## src/rtl/skte_pkg.sv

```systemverilog
// Package: shared constants, codes and controller/datapath interface types.
package skte_pkg;

    localparam int TABLES      = 32;
    localparam int SLOTS       = 64;
    localparam int KEY_BITS    = 16;
    localparam int HANDLE_BITS = 16;

    localparam int TSEL_W  = 5;
    localparam int SLOT_W  = $clog2(SLOTS);
    localparam int CNT_W   = 7;
    localparam int ADDR_W  = $clog2(TABLES) + SLOT_W;
    localparam int DEPTH   = TABLES * SLOTS;

    localparam logic [1:0] CMD_LOOKUP  = 2'd0;
    localparam logic [1:0] CMD_INSERT  = 2'd1;
    localparam logic [1:0] CMD_DEL_KEY = 2'd2;
    localparam logic [1:0] CMD_DEL_HDL = 2'd3;

    localparam logic [1:0] ST_OK        = 2'd0;
    localparam logic [1:0] ST_NOT_FOUND = 2'd1;
    localparam logic [1:0] ST_FULL      = 2'd2;

    // controller -> datapath
    typedef struct packed {
        logic load;      // latch request, clear index and match
        logic scan;      // scan phase: track count and position
        logic rd_en;     // issue read at scan index
        logic cmp;       // evaluate returned entry
        logic idx_inc;   // scan index + 1
        logic idx_dec;   // scan index - 1
        logic wr_en;     // write shift/insert data at write address
        logic wr_shift;  // 1: write moved entry, 0: write request pair
        logic wr_hdl;    // update handle only (insert hit)
        logic set_idx_n; // scan index <- count (insert shift start)
        logic cnt_inc;
        logic cnt_dec;
        logic rd_low;    // read entry 0 of table
        logic low_cap;   // capture lowest key
        logic out_load;  // load result register
    } skte_ctl_t;

    // datapath -> controller
    typedef struct packed {
        logic bad_tbl;
        logic scan_end;  // index reached count or slot limit
        logic hit;       // compared entry matches
        logic stop;      // compared key above request key
        logic full;      // count at limit
        logic at_pos;    // index equals position (shift done)
        logic del_end;   // index + 1 reached count
        logic matched;   // scan ended on a matching entry
        logic [1:0] cmd;
        logic out_busy;  // result register still held
    } skte_sts_t;

endpackage

```

## src/rtl/skte_ctrl.sv

```systemverilog
// Controller state machine for the sorted key table engine.
module skte_ctrl (
    input  logic               clk,
    input  logic               rst_n,
    input  logic               in_fire,
    input  skte_pkg::skte_sts_t sts,
    output skte_pkg::skte_ctl_t ctl,
    output logic               busy
);
    import skte_pkg::*;

    localparam logic [3:0] S_IDLE  = 4'd0;
    localparam logic [3:0] S_RD    = 4'd1;
    localparam logic [3:0] S_CMP   = 4'd2;
    localparam logic [3:0] S_DECIDE= 4'd3;
    localparam logic [3:0] S_ISH_R = 4'd4;
    localparam logic [3:0] S_ISH_W = 4'd5;
    localparam logic [3:0] S_INS_W = 4'd6;
    localparam logic [3:0] S_DSH_R = 4'd7;
    localparam logic [3:0] S_DSH_W = 4'd8;
    localparam logic [3:0] S_LOW_R = 4'd9;
    localparam logic [3:0] S_LOW_W = 4'd10;
    localparam logic [3:0] S_OUT   = 4'd11;
    localparam logic [3:0] S_UPD   = 4'd12;

    logic [3:0] state_reg, state_next;

    always_ff @(posedge clk or negedge rst_n)
    begin
        if (!rst_n)
        begin
            state_reg <= S_IDLE;
        end
        else
        begin
            state_reg <= state_next;
        end
    end

    assign busy = (state_reg != S_IDLE);

    always_comb
    begin
        ctl = '0;
        state_next = state_reg;
        case (state_reg)
            S_IDLE:
            begin
                if (in_fire)
                begin
                    ctl.load = 1'b1;
                    state_next = S_RD;
                end
            end
            S_RD:
            begin
                ctl.scan = 1'b1;
                if (sts.bad_tbl || sts.scan_end)
                begin
                    state_next = S_DECIDE;
                end
                else
                begin
                    ctl.rd_en = 1'b1;
                    state_next = S_CMP;
                end
            end
            S_CMP:
            begin
                ctl.scan = 1'b1;
                ctl.cmp = 1'b1;
                if (sts.hit || sts.stop)
                begin
                    state_next = S_DECIDE;
                end
                else
                begin
                    ctl.idx_inc = 1'b1;
                    state_next = S_RD;
                end
            end
            S_DECIDE:
            begin
                state_next = S_LOW_R;
                if (!sts.bad_tbl)
                begin
                    case (sts.cmd)
                        CMD_INSERT:
                        begin
                            if (sts.matched)
                            begin
                                state_next = S_UPD;
                            end
                            else if (!sts.full)
                            begin
                                ctl.set_idx_n = 1'b1;
                                state_next = S_ISH_R;
                            end
                        end
                        CMD_DEL_KEY, CMD_DEL_HDL:
                        begin
                            if (sts.matched)
                            begin
                                state_next = S_DSH_R;
                            end
                        end
                        default:
                        begin
                            state_next = S_LOW_R;
                        end
                    endcase
                end
            end
            S_UPD:
            begin
                ctl.wr_en = 1'b1;
                ctl.wr_hdl = 1'b1;
                state_next = S_LOW_R;
            end
            S_ISH_R:
            begin
                if (sts.at_pos)
                begin
                    state_next = S_INS_W;
                end
                else
                begin
                    ctl.rd_en = 1'b1; // reads index-1 in insert mode
                    state_next = S_ISH_W;
                end
            end
            S_ISH_W:
            begin
                ctl.wr_en = 1'b1;
                ctl.wr_shift = 1'b1;
                ctl.idx_dec = 1'b1;
                state_next = S_ISH_R;
            end
            S_INS_W:
            begin
                ctl.wr_en = 1'b1;
                ctl.cnt_inc = 1'b1;
                state_next = S_LOW_R;
            end
            S_DSH_R:
            begin
                if (sts.del_end)
                begin
                    ctl.cnt_dec = 1'b1;
                    state_next = S_LOW_R;
                end
                else
                begin
                    ctl.rd_en = 1'b1; // reads index+1 in delete mode
                    state_next = S_DSH_W;
                end
            end
            S_DSH_W:
            begin
                ctl.wr_en = 1'b1;
                ctl.wr_shift = 1'b1;
                ctl.idx_inc = 1'b1;
                state_next = S_DSH_R;
            end
            S_LOW_R:
            begin
                ctl.rd_low = 1'b1;
                state_next = S_LOW_W;
            end
            S_LOW_W:
            begin
                ctl.low_cap = 1'b1;
                state_next = S_OUT;
            end
            S_OUT:
            begin
                if (!sts.out_busy)
                begin
                    ctl.out_load = 1'b1;
                    state_next = S_IDLE;
                end
            end
            default:
            begin
                state_next = S_IDLE;
            end
        endcase
    end

`ifndef SYNTHESIS
    a_load_idle: assert property (@(posedge clk) disable iff (!rst_n)
        ctl.load |-> state_reg == S_IDLE)
        else $error("load outside idle");
    a_out_done: assert property (@(posedge clk) disable iff (!rst_n)
        ctl.out_load |=> state_reg == S_IDLE)
        else $error("result load did not end item");
    a_wr_excl: assert property (@(posedge clk) disable iff (!rst_n)
        !(ctl.wr_en && ctl.rd_en))
        else $error("read and write in one cycle");
`endif
endmodule

```

## config.mk

```make
export PLATFORM = sky130hd
export DESIGN_NAME = skte_ctrl
export DESIGN_NICKNAME = d
export VERILOG_FILES = /design/src/rtl/skte_pkg.sv /design/src/rtl/skte_ctrl.sv
export SDC_FILE = /design/constraint.sdc
export NUM_CORES = 1
export LEC_CHECK = 0
export BUFFER_PORTS_ARGS = -buffer_cell sky130_fd_sc_hd__buf_2
export CAP_MARGIN = 20
export CORE_AREA = 2 2 39 41
export CTS_BUF_LIST = sky130_fd_sc_hd__clkbuf_16
export CTS_CLUSTER_DIAMETER = 80
export DETAILED_ROUTE_END_ITERATION = 6
export DIE_AREA = 0 0 41 43
export GPL_TIMING_DRIVEN = 0
export PLACE_DENSITY = 0.8
export SETUP_SLACK_MARGIN = 0.5
export SYNTH_ARGS = -nofsm -noshare
export SYNTH_HDL_FRONTEND = slang
export SYNTH_SLANG_ARGS = --single-unit
export TNS_END_PERCENT = 1
```

## constraint.sdc

```tcl
create_clock -name clk -period 2.5 [get_ports clk]
set_input_delay 0.125 -clock clk [delete_from_list [all_inputs] [get_ports clk]]
set_output_delay 0.125 -clock clk [all_outputs]
set_load 0.02 [all_outputs]
```

# Word level (Yosys, flattened, before mapping)
# Cells that the tools add are included.
[word_totals]
reg_bits = 4
inputBits = 14
out_inout_bits = 16
[classes]
n_reduce_logical = 10
n_mux = 38
eq_ne = 17
[op_table]
columns = ["operator", "count"]
rows = [
  ["case mux 4 bit (12 select lines)", 1],
  ["two-way mux 1 bit", 26],
  ["two-way mux 4 bit", 6],
  ["equality test 4 bit, second input constant", 5],
  ["equality test 4 x 3 -> 1 bit, second input constant", 4],
  ["equality test 4 x 2 -> 1 bit, second input constant", 2],
  ["case mux 4 bit (2 select lines)", 1],
  ["OR reduction 2 bit", 4],
  ["equality test 2 bit, second input constant", 2],
  ["equality test 4 x 1 -> 1 bit, second input constant", 1],
  ["zero test 4 bit", 1],
  ["two-way mux 2 bit", 2],
  ["inequality test 2 bit, second input constant", 2],
  ["nonzero test 4 bit", 1],
  ["OR reduction 4 bit", 1],
  ["case mux 1 bit (3 select lines)", 1],
  ["equality test 2 x 1 -> 1 bit, second input constant", 1],
  ["logical OR 1 bit", 2],
  ["case mux 1 bit (2 select lines)", 1],
  ["AND reduction 2 bit", 1],
]

# Depth between registers and ports, before layout
# Gate-level depths: netlist (run 1).
[depth]
ltp_word = 5
ltp_mapped = 5
depth_no_buf = 4

# Worst setup path before layout (run 1)
# No wires, ideal clock.
[synth_timing]
path_kind = "register to output"
from = "register state_reg[1]"
to = "output ctl[13] (netlist name)"
required_time_ns = 2.375
path_stages_with_launch = 5
arrival_ns = 1.313
path_slack_ns = 1.062
path_cell_list = "dfrtp_1 -> buf_2 -> buf_4 -> nand2_1 -> a21boi_0"
[synth_rtl]
columns = ["element", "line", "source"]
rows = [
  ["start: declaration", "skte_ctrl.sv:26", "logic [3:0] state_reg, state_next;"],
  ["start signal: assignment", "skte_ctrl.sv:36", "state_reg <= state_next;"],
  ["end: declaration", "skte_ctrl.sv:7", "output skte_pkg::skte_ctl_t ctl,"],
]

==> impl_metrics.csv, run 1 <==
group,metric,value,unit
run_status,outcome,"completed",
power,vdd_drop_max,0.000772,V
place,port_buffers,29,
worst_setup_path,max_stage_delay,0.38,ns
timing,fin_crit_sh,66.8,%
logic_synthesis,ys_top_cells_by_area,"dfrtp_1 17%, nor2_1 8.4%, nand2_1 3.9%, buf_2 3.5%, mux2i_1 3.5%",
logic_synthesis,synth_fp_nets,94,
logic_synthesis,syn-cell-area,579,sq um
routing,routed_wl,1.68,mm
cts,clock_sinks,4,
global_route,grt-ovfl-total,0,
die,initial_utilization,41.9,%
power,power_density,1430,mW/mm^2
routing,ant_nets,0,
layout,drive_gt1_share,41.6,%
die,die_area,0.00176,sq mm
place,gp_congestion,0.912,
cts,h-tree-depth,1,
logic_synthesis,yosysTopAreaCellShare,17.3,%
logic_synthesis,syn_inst,80,
layout,fill_cells,135,
worst_setup_path,worst_setup_path_start_kind,"register",
worst_setup_path,cp-startpoint,"state_reg[1]",
die,row_count,14,
timing,period_minus_slack,1.67,ns
worst_setup_path,reg2reg_from,"state_reg[1]",
worst_setup_path,path_cells,"buf_2 -> buf_4 -> nand2_1 -> o22ai_1 -> buf_2",
routing,wire_per_inst,13.0,um
timing,fin_skew,0.00131,ns
die,die_y,43,um
global_route,antenna_found_initial,0,
worst_setup_path,worstSetupEndpointType,"output port",
place,place_ws,1.09,ns
die,io_pins,30,
logic_synthesis,synthArstFlopShare,100,%
layout,multiInputGateArea,422,sq um
global_route,grt_pass1_vias,666,
logic_synthesis,synth_enable_flop_cells,0,
logic_synthesis,synthTopCellsByCount,"13 x nor2_1, 6 x nand2_1, 4 x buf_2, 4 x dfrtp_1, 4 x nor3_1",
worst_setup_path,cp_common_cell,"buf_2",
worst_setup_path,crit_type,"register to output port",
cts,postCtsSetupBuffers,0,
logic_synthesis,seq_area_frac_synth,17.3,%
logic_synthesis,syn_area_per_cell,7.24,sq um
timing,final-max-slew-violation-count,0,
logic_synthesis,synth_flop_cell,"dfrtp_1",
power,leakage,0.000418,uW
worst_setup_path,required,2.38,ns
timing,setup_viol,0,
cts,root_buffer,"clkbuf_16",
layout,num-nets-final,129,
worst_setup_path,slowest_stage,"dfrtp_1",
cts,ctsResizeCount,0,
place,hpwl,1.27,mm
logic_synthesis,synth_cell_types,42,
cts,cts.clk_slew.worst_paths,0.03,ns
routing,num_vias,746,
global_route,grt_usage,22.2,%
layout,seqCellArea,100,sq um
die,die_x,41,um
routing,drc,0,
timing,rsz0062_at_grt,"false",
routing,dr.pass1.iters,4,
global_route,grt_pass1_wl,2.76,mm
logic_synthesis,yosysWarnings,0,
cts,numCtsBuffers,3,
cts,ctsHoldBuffers,1,
routing,drtIter0Drc,27,
worst_setup_path,worst-path-max-fanout,10,
timing,worstMarginPinSlew,0.330,ns
logic_synthesis,yosysTopAreaCell,"dfrtp_1",
logic_synthesis,synth-seq-cells,4,
cts,insertion_delay,0.22,ns
timing,final_hold_viol_count,0,
global_route,grt_max_degree,11,
layout,diodes,0,
power,power,1190,uW
logic_synthesis,yosysMostFrequentCell,"nor2_1",
cts,cts_tree,"yes",
timing,max_slew_margin,77.8,%
layout,largest_register_ffs,4,
timing,fmax,0.599,GHz
die,coreArea,0.00138,sq mm
layout,area_growth,43.2,%
min_path,hp-class,"input port to asynchronous set/reset pin",
timing,worst_slack,0.830,ns
routing,vias_per_cell,5.78,
timing,tns,0,ns
cts,clockBufferDepth,2,
worst_setup_path,cp.arrival,1.55,ns
run,drv_cap,0,
## layout by cell type (no fill, tap or decap), types with 2 or more instances in the layout
master | synthesis | final
buf_2 | 4 | 33
nor2_1 | 13 | 13
nand2_1 | 6 | 6
nor3_1 | 4 | 4
dfrtp_1 | 4 | 4
clkbuf_16 | 0 | 3
buf_4 | 2 | 2
inv_1 | 2 | 2
nand2b_1 | 2 | 2
nand3_1 | 2 | 2
and3_1 | 2 | 2
mux2i_1 | 2 | 2
o22ai_1 | 2 | 2
nor2b_1 | 2 | 2
o21ai_0 | 2 | 2
o21ai_1 | 2 | 2
o31ai_1 | 2 | 2
a21oi_1 | 2 | 2
## logic make-up after synthesis
| family | count (synthesis) | share of synthesized area (%) |
|---|---|---|
| buffers and inverters | 10 | 9.93 |
| AND/OR/NAND/NOR | 40 | 36.7 |
| AO/OA/AOI/OAI | 24 | 32.6 |
| flip-flops | 4 | 17.3 |
| multiplexers | 2 | 3.46 |
## final timing paths
path | end | slack, ns | cells after the start
setup reg to reg | state_reg[0] | 1.13 | 4
hold / removal | state_reg[1] | 0.24 | 2
min in group clk | state_reg[0] | 0.24 | 3
setup / recovery | ctl[8] | 0.83 | 5
max in group asynchronous | state_reg[0] | 2.14 | 2
hold reg to reg | state_reg[2] | 0.64 | 2
## layout make-up
class / instances / share of cell area, %
timing repair buffer: 30 / 18.7
sequential: 4 / 12.1
multi-input combinational: 66 / 50.8
clock buffer: 3 / 9.05
inverter: 3 / 1.36
tap: 16 / 2.41
buffer: 7 / 5.58
## per-layer routing
layer | routed length, um | up-vias | global-route usage, %
met1 | 733 | 349 | 29.8
li1 | - | 360 | -
met2 | 831 | 37 | 34.7
met5 | 0 | - | 0
met4 | 0 | 0 | 5.33
met3 | 110 | 0 | 5.24
## critical path, delay by kind of cell (launching register included)
kind | cells | cell delay, ns
AO/OA/AOI/OAI | 1 | 0.19
flip-flops | 1 | 0.38
AND/OR/NAND/NOR | 1 | 0.14
buffers and inverters | 3 | 0.62
## stage by stage
step / hold slack, ns / std cells / instance area (sq um) / util [%]
floorplan: -0.171 / 80 / 579 / -
global placement: -0.0723 / 125 / 744 / 53.8
detailed placement: -0.0688 / 125 / 744 / 53.8
CTS: 0.234 / 129 / 830 / 59.9
global route: 0.244 / 129 / 830 / 59.9
finish: 0.238 / 129 / 830 / 59.9
## power by group
part	switching, uW	internal [uW]
Sequential	32.1	99.6
Clock	40.0	204
Combinational	494	317
Total	566	621
Note: power is estimated with default switching activity, not from simulation.
==> run 2, diff against run 1 <==
--- a/config.mk
+++ b/config.mk
@@ -5,15 +5,16 @@
 export SDC_FILE = /design/constraint.sdc
 export NUM_CORES = 1
 export LEC_CHECK = 0
+export ABC_AREA = 1
 export BUFFER_PORTS_ARGS = -buffer_cell sky130_fd_sc_hd__buf_2
 export CAP_MARGIN = 20
-export CORE_AREA = 2 2 39 41
+export CORE_MARGIN = 2
+export CORE_UTILIZATION = 36
 export CTS_BUF_LIST = sky130_fd_sc_hd__clkbuf_16
 export CTS_CLUSTER_DIAMETER = 80
 export DETAILED_ROUTE_END_ITERATION = 6
-export DIE_AREA = 0 0 41 43
 export GPL_TIMING_DRIVEN = 0
-export PLACE_DENSITY = 0.8
+export PLACE_DENSITY = 0.75
 export SETUP_SLACK_MARGIN = 0.5
 export SYNTH_ARGS = -nofsm -noshare
 export SYNTH_HDL_FRONTEND = slang
==> constraint.sdc (replaced) <==
create_clock -name clk -period 1.5 [get_ports clk]
set_input_delay 0.075 -clock clk [delete_from_list [all_inputs] [get_ports clk]]
set_output_delay 0.075 -clock clk [all_outputs]
set_load 0.02 [all_outputs]
==> run 2 against run 1 <==
Die area is 9.0% lower. Cell count is 4.7% higher. Sequential power is 110% higher. Synthesized cell count is 6.3% higher. Sequential cell count stayed put. Core utilization is 10 points higher. Largest cell class unchanged.
==> impl_metrics.csv, run 2 <==
group,metric,value,unit
timing,final_hold_viol_count,0,
layout,drive_gt1_share,47.9,%
layout,diodes,0,
routing,drc,0,
timing,max_slew_margin,86.9,%
logic_synthesis,yosysTopAreaCellShare,21.4,%
routing,drtIter0Drc,17,
cts,clock_sinks,4,
worst_setup_path,worstSetupEndpointType,"output port",
timing,fin_skew,0.000841,ns
worst_setup_path,ff2ff_setup_slack,0.20,ns
cts,clockBufferDepth,2,
routing,ant_nets,0,
power,vdd_drop_max,0.00170,V
layout,final_core_utilization,70.1,%
routing,routed_wl,1.56,mm
timing,worstMarginPinSlew,0.194,ns
worst_setup_path,worst_setup_path_start_kind,"register",
logic_synthesis,synthArstFlopShare,100,%
place,hpwl,1.20,mm
die,io_pins,30,
layout,num-nets-final,137,
logic_synthesis,synth-seq-cells,4,
power,power_density,2080,mW/mm^2
timing,tns,0,ns
cts,h-tree-depth,1,
run,drv_cap,0,
cts,insertion_delay,0.22,ns
layout,area_growth,73.3,%
min_path,hold_end,"state_reg[1]",
logic_synthesis,synth_cell_types,18,
logic_synthesis,synthTopCellsByCount,"19 x nand2_1, 18 x inv_1, 16 x nor2_1, 7 x nand3_1, 4 x dfrtp_1",
place,dpl_cell_area,657,sq um
logic_synthesis,synth_enable_flop_cells,0,
timing,fin_crit_sh,96.1,%
min_path,hp-class,"input port to register",
routing,dr.pass1.iters,4,
routing,num_vias,666,
layout,postLayoutCellArea,811,sq um
layout,final_cell_mix,"27 x buf_2, 15 x inv_1, 15 x nand2_1, 11 x nor2_1, 7 x nand3_1",
logic_synthesis,ys_top_cells_by_area,"dfrtp_1 21%, nand2_1 15%, inv_1 14%, nor2_1 13%, nand3_1 7.5%",
timing,hold-worst-slack,0.116,ns
cts,cts.clk_slew.worst_paths,0.03,ns
timing,period_minus_slack,1.44,ns
die,row_count,12,
timing,setup_viol,0,
logic_synthesis,yosysTopAreaCell,"dfrtp_1",
worst_setup_path,worst-path-max-fanout,4,
logic_synthesis,syn-cell-area,468,sq um
global_route,grt_max_degree,6,
power,power,1690,uW
die,die_area,0.00160,sq mm
logic_synthesis,synth_fp_nets,99,
place,gp_congestion,0.835,
routing,vias_per_cell,4.93,
timing,fmax,0.694,GHz
global_route,grt_usage,21.9,%
logic_synthesis,syn_area_per_cell,5.51,sq um
layout,multiInputGateArea,349,sq um
worst_setup_path,r2r_cells,9,
worst_setup_path,reg2reg_from,"state_reg[2]",
timing,rsz0062_at_grt,"true",
run_status,outcome,"completed",
logic_synthesis,yosysMostFrequentCell,"nand2_1",
logic_synthesis,syn_inst,85,
worst_setup_path,required,1.42,ns
die,coreArea,0.00116,sq mm
layout,largest_register_ffs,4,
min_path,hp-start,"sts[5]",
min_path,hold_depth,3,
die,die_x,40.1,um
logic_synthesis,seq_area_frac_synth,21.4,%
layout,fill_cells,103,
die,die_y,40.1,um
cts,root_buffer,"clkbuf_16",
worst_setup_path,crit_type,"register to output port",
timing,final-max-slew-violation-count,0,
cts,cts_tree,"yes",
routing,wire_per_inst,11.6,um
logic_synthesis,yosysWarnings,0,
power,leakage,0.000472,uW
global_route,grt-ovfl-total,0,
layout,seqCellArea,105,sq um
die,initial_utilization,40.5,%
worst_setup_path,rr_endpoint,"state_reg[0]",
global_route,antenna_found_initial,0,
global_route,grt_pass1_vias,581,
layout,layout.cells.most_common,"buf_2",
global_route,grt_pass1_wl,2.33,mm
worst_setup_path,cp.arrival,1.37,ns
cts,numCtsBuffers,3,
place,port_buffers,29,
logic_synthesis,synth_flop_cell,"dfrtp_1",
run 2: cell types whose count changed after synthesis, sizes merged, moves of 3 or more:
cell / delta
buf: -7
inv: +17
nand2: +13
nand3: +4
nand4: +3
nor2: +5
run 2: cell families (layout without fill, tap and decap cells):
logic type             count (synthesis)  in the layout  share of synthesized area [%]
and+or+nand+nor                       54             54                           53.2
buffers and inverters                 20             56                           16.0
AOI/OAI and AO/OA                      7              7                           9.36
DFF                                    4              4                           21.4
run 2: cell type report:
cell class	count	area share [%]
repair buffers	33	23.0
multi-input cells	61	43.1
clock buffers	3	9.26
well taps	14	2.16
inverters	20	9.57
flip-flops and latches	4	13.0
run 2: repair_timing:
action / in CTS / in global routing
endpoints found under the hold margin: 4 / 0
hold buffers: 1 / 0
pin swaps: 1 / 1
endpoints found under the setup margin: 20 / 20
setup buffers: 3 / 0
resized for setup: 8 / 12
run 2: through the flow:
| stage | std cells | setup slack [ns] |
|---|---|---|
| 2_1_floorplan | 85 | 0.278 |
| 3_3_place_gp | 128 | 0.231 |
| 3_5_place_dp | 128 | 0.205 |
| 4_1_cts | 135 | 0.0643 |
| 5_1_grt | 135 | -0.000638 |
| 6_report | 135 | 0.0590 |
run 2: power by group:
part / leakage, uW / switching, uW / internal (uW)
clock: 0.0000370 / 65.0 / 340
sequential: 0.0000443 / 101 / 170
combinational: 0.000391 / 643 / 367
run 2: worst max path at each step:
stage	cells past startpoint	startpoint	slack [ns]	end
after global routing	6	state_reg[0]	-0.0006	ctl[10]
after global placement	4	state_reg[1]	0.23	ctl[8]
after floorplan	5	state_reg[2]	0.28	ctl[10]
final	6	state_reg[0]	0.06	ctl[10]
after CTS	6	state_reg[3]	0.06	ctl[10]
after detailed placement	6	state_reg[0]	0.21	ctl[10]
run 2: layer usage:
metal,wire [um],GRT usage (%),vias up
li1,-,-,342
met5,0,0,-
met2,833,40.7,29
met3,95,5.56,0
met4,0,4.31,0
met1,634,24.8,295
run 2: worst max-delay path, cell delays in order, from the launching register on:
cell and delay (ns):
dfrtp_2 0.44, inv_2 0.10, nand2_2 0.07, nor2_4 0.13
inv_2 0.06, o31ai_4 0.19, buf_6 0.15
==> run 3, diff against run 2 <==
--- a/config.mk
+++ b/config.mk
@@ -15,6 +15,7 @@
 export DETAILED_ROUTE_END_ITERATION = 6
 export GPL_TIMING_DRIVEN = 0
 export PLACE_DENSITY = 0.75
+export RECOVER_POWER = 50
 export SETUP_SLACK_MARGIN = 0.5
 export SYNTH_ARGS = -nofsm -noshare
 export SYNTH_HDL_FRONTEND = slang
==> run 3 against run 2 <==
Maximum frequency is 0.11% lower. Core utilization is 0.22 points lower. Combinational power hardly changed.
==> impl_metrics.csv, run 3 (synthesis gave the netlist of run 2 again) <==
group,metric,value,unit
worst_setup_path,worst-path-max-fanout,4,
global_route,grt-ovfl-total,0,
worst_setup_path,max_stage_delay,0.44,ns
routing,wire_per_inst,11.6,um
worst_setup_path,reg2reg_from,"state_reg[2]",
place,gp_congestion,0.835,
cts,cts.clk_slew.worst_paths,0.03,ns
min_path,hold_end,"state_reg[1]",
routing,dr.pass1.iters,4,
layout,final_core_utilization,69.9,%
layout,seqCellArea,105,sq um
timing,rsz0062_at_grt,"true",
layout,final_cell_mix,"25 x buf_2, 15 x inv_1, 15 x nand2_1, 11 x nor2_1, 7 x nand3_1",
cts,clockBufferDepth,2,
cts,insertion_delay,0.22,ns
worst_setup_path,cp_common_cell,"inv_2",
cts,root_buffer,"clkbuf_16",
die,initial_utilization,40.5,%
routing,num_vias,666,
die,coreArea,0.00116,sq mm
worst_setup_path,crit_type,"register to output port",
timing,fmax,0.693,GHz
routing,vias_per_cell,4.93,
timing,fin_skew,0.000841,ns
cts,h-tree-depth,1,
timing,tns,0,ns
min_path,hp-class,"input port to register",
worst_setup_path,required,1.42,ns
timing,fin_crit_sh,96.2,%
global_route,antenna_found_initial,0,
worst_setup_path,rr_endpoint,"state_reg[0]",
worst_setup_path,ff2ff_setup_slack,0.20,ns
layout,num-nets-final,137,
global_route,grt_max_degree,6,
power,vdd_drop_max,0.00170,V
layout,fill_cells,105,
routing,drc,0,
global_route,grt_pass1_vias,581,
layout,diodes,0,
timing,period_minus_slack,1.44,ns
worst_setup_path,worstSetupEndpointType,"output port",
place,port_buffers,29,
timing,setup_viol,0,
min_path,hold_depth,3,
place,hpwl,1.20,mm
place,dpl_cell_area,657,sq um
power,leakage,0.000465,uW
worst_setup_path,cp.arrival,1.37,ns
worst_setup_path,worst_setup_path_start_kind,"register",
power,power_density,2080,mW/mm^2
die,die_area,0.00160,sq mm
routing,drtIter0Drc,17,
layout,largest_register_ffs,4,
layout,area_growth,72.7,%
layout,multiInputGateArea,349,sq um
cts,clock_sinks,4,
layout,postLayoutCellArea,808,sq um
timing,max_slew_margin,83.7,%
layout,layout.cells.most_common,"buf_2",
die,die_y,40.1,um
global_route,grt_pass1_wl,2.33,mm
worst_setup_path,path_cells,"inv_2 -> nand2_2 -> nor2_4 -> inv_2 -> o31ai_4 -> buf_6",
layout,drive_gt1_share,46.3,%
cts,cts_tree,"yes",
timing,final_hold_viol_count,0,
timing,final-max-slew-violation-count,0,
routing,routed_wl,1.56,mm
worst_setup_path,slowest_stage,"dfrtp_2",
routing,ant_nets,0,
die,row_count,12,
min_path,hp-start,"sts[5]",
timing,worstMarginPinSlew,0.246,ns
die,die_x,40.1,um
timing,hold-worst-slack,0.116,ns
die,io_pins,30,
cts,numCtsBuffers,3,
global_route,grt_usage,21.9,%
run_status,outcome,"completed",
run,drv_cap,0,
worst_setup_path,r2r_cells,9,
run 3: per-stage QoR:
step	cells	total power, uW	setup slack [ns]
3_3_place_gp	128	1070	0.231
2_1_floorplan	85	839	0.278
5_1_grt	135	1810	-0.00389
6_report	135	1680	0.0574
3_5_place_dp	128	1080	0.205
4_1_cts	135	1570	0.0643
run 3: critical path: cells and delay by family, from the launching register on:
family          cells  cell delay [ns]
flops               1             0.44
buf+inv             3             0.31
simple gates        2             0.20
compound gates      1             0.19
run 3: repair_timing:
action                                 CTS  global route
endpoints found under the hold margin    4             0
setup buffers                            3             0
setup endpoints to repair               20            20
hold buffers                             1             0
pin swaps                                1             1
gates cloned                             0             0
gates resized for setup                  8            12
run 3: worst max-delay path by stage:
stage	start	to	slack [ns]	depth (start not counted)
detailed placement	state_reg[0]	ctl[10]	0.21	6
floorplan	state_reg[2]	ctl[10]	0.28	5
global placement	state_reg[1]	ctl[8]	0.23	4
CTS	state_reg[3]	ctl[10]	0.06	6
finish	state_reg[0]	ctl[10]	0.06	6
global route	state_reg[0]	ctl[10]	-0.004	6
run 3: power breakdown:
group          total [uW]  internal (uW)  leakage [uW]  switching [uW]
registers             271            170     0.0000443             101
logic                1010            363      0.000384             643
clock network         405            340     0.0000370            65.0
run 3: layer usage:
layer  GRT usage [%]  part of all wire, %  vias up
met5               0                    0        -
met2            40.7                   53       29
li1                -                    -      342
met1            24.8                   40      295
met4            4.31                    0        0
met3            5.56                  6.1        0
run 3: area by class of cell:
| cell class | count | area share [%] |
|---|---|---|
| Timing Repair Buffer | 33 | 22.8 |
| Clock buffer | 3 | 9.29 |
| Tap cell | 14 | 2.17 |
| Sequential cell | 4 | 13.0 |
| Inverter | 20 | 9.60 |
| Multi-Input combinational cell | 61 | 43.2 |
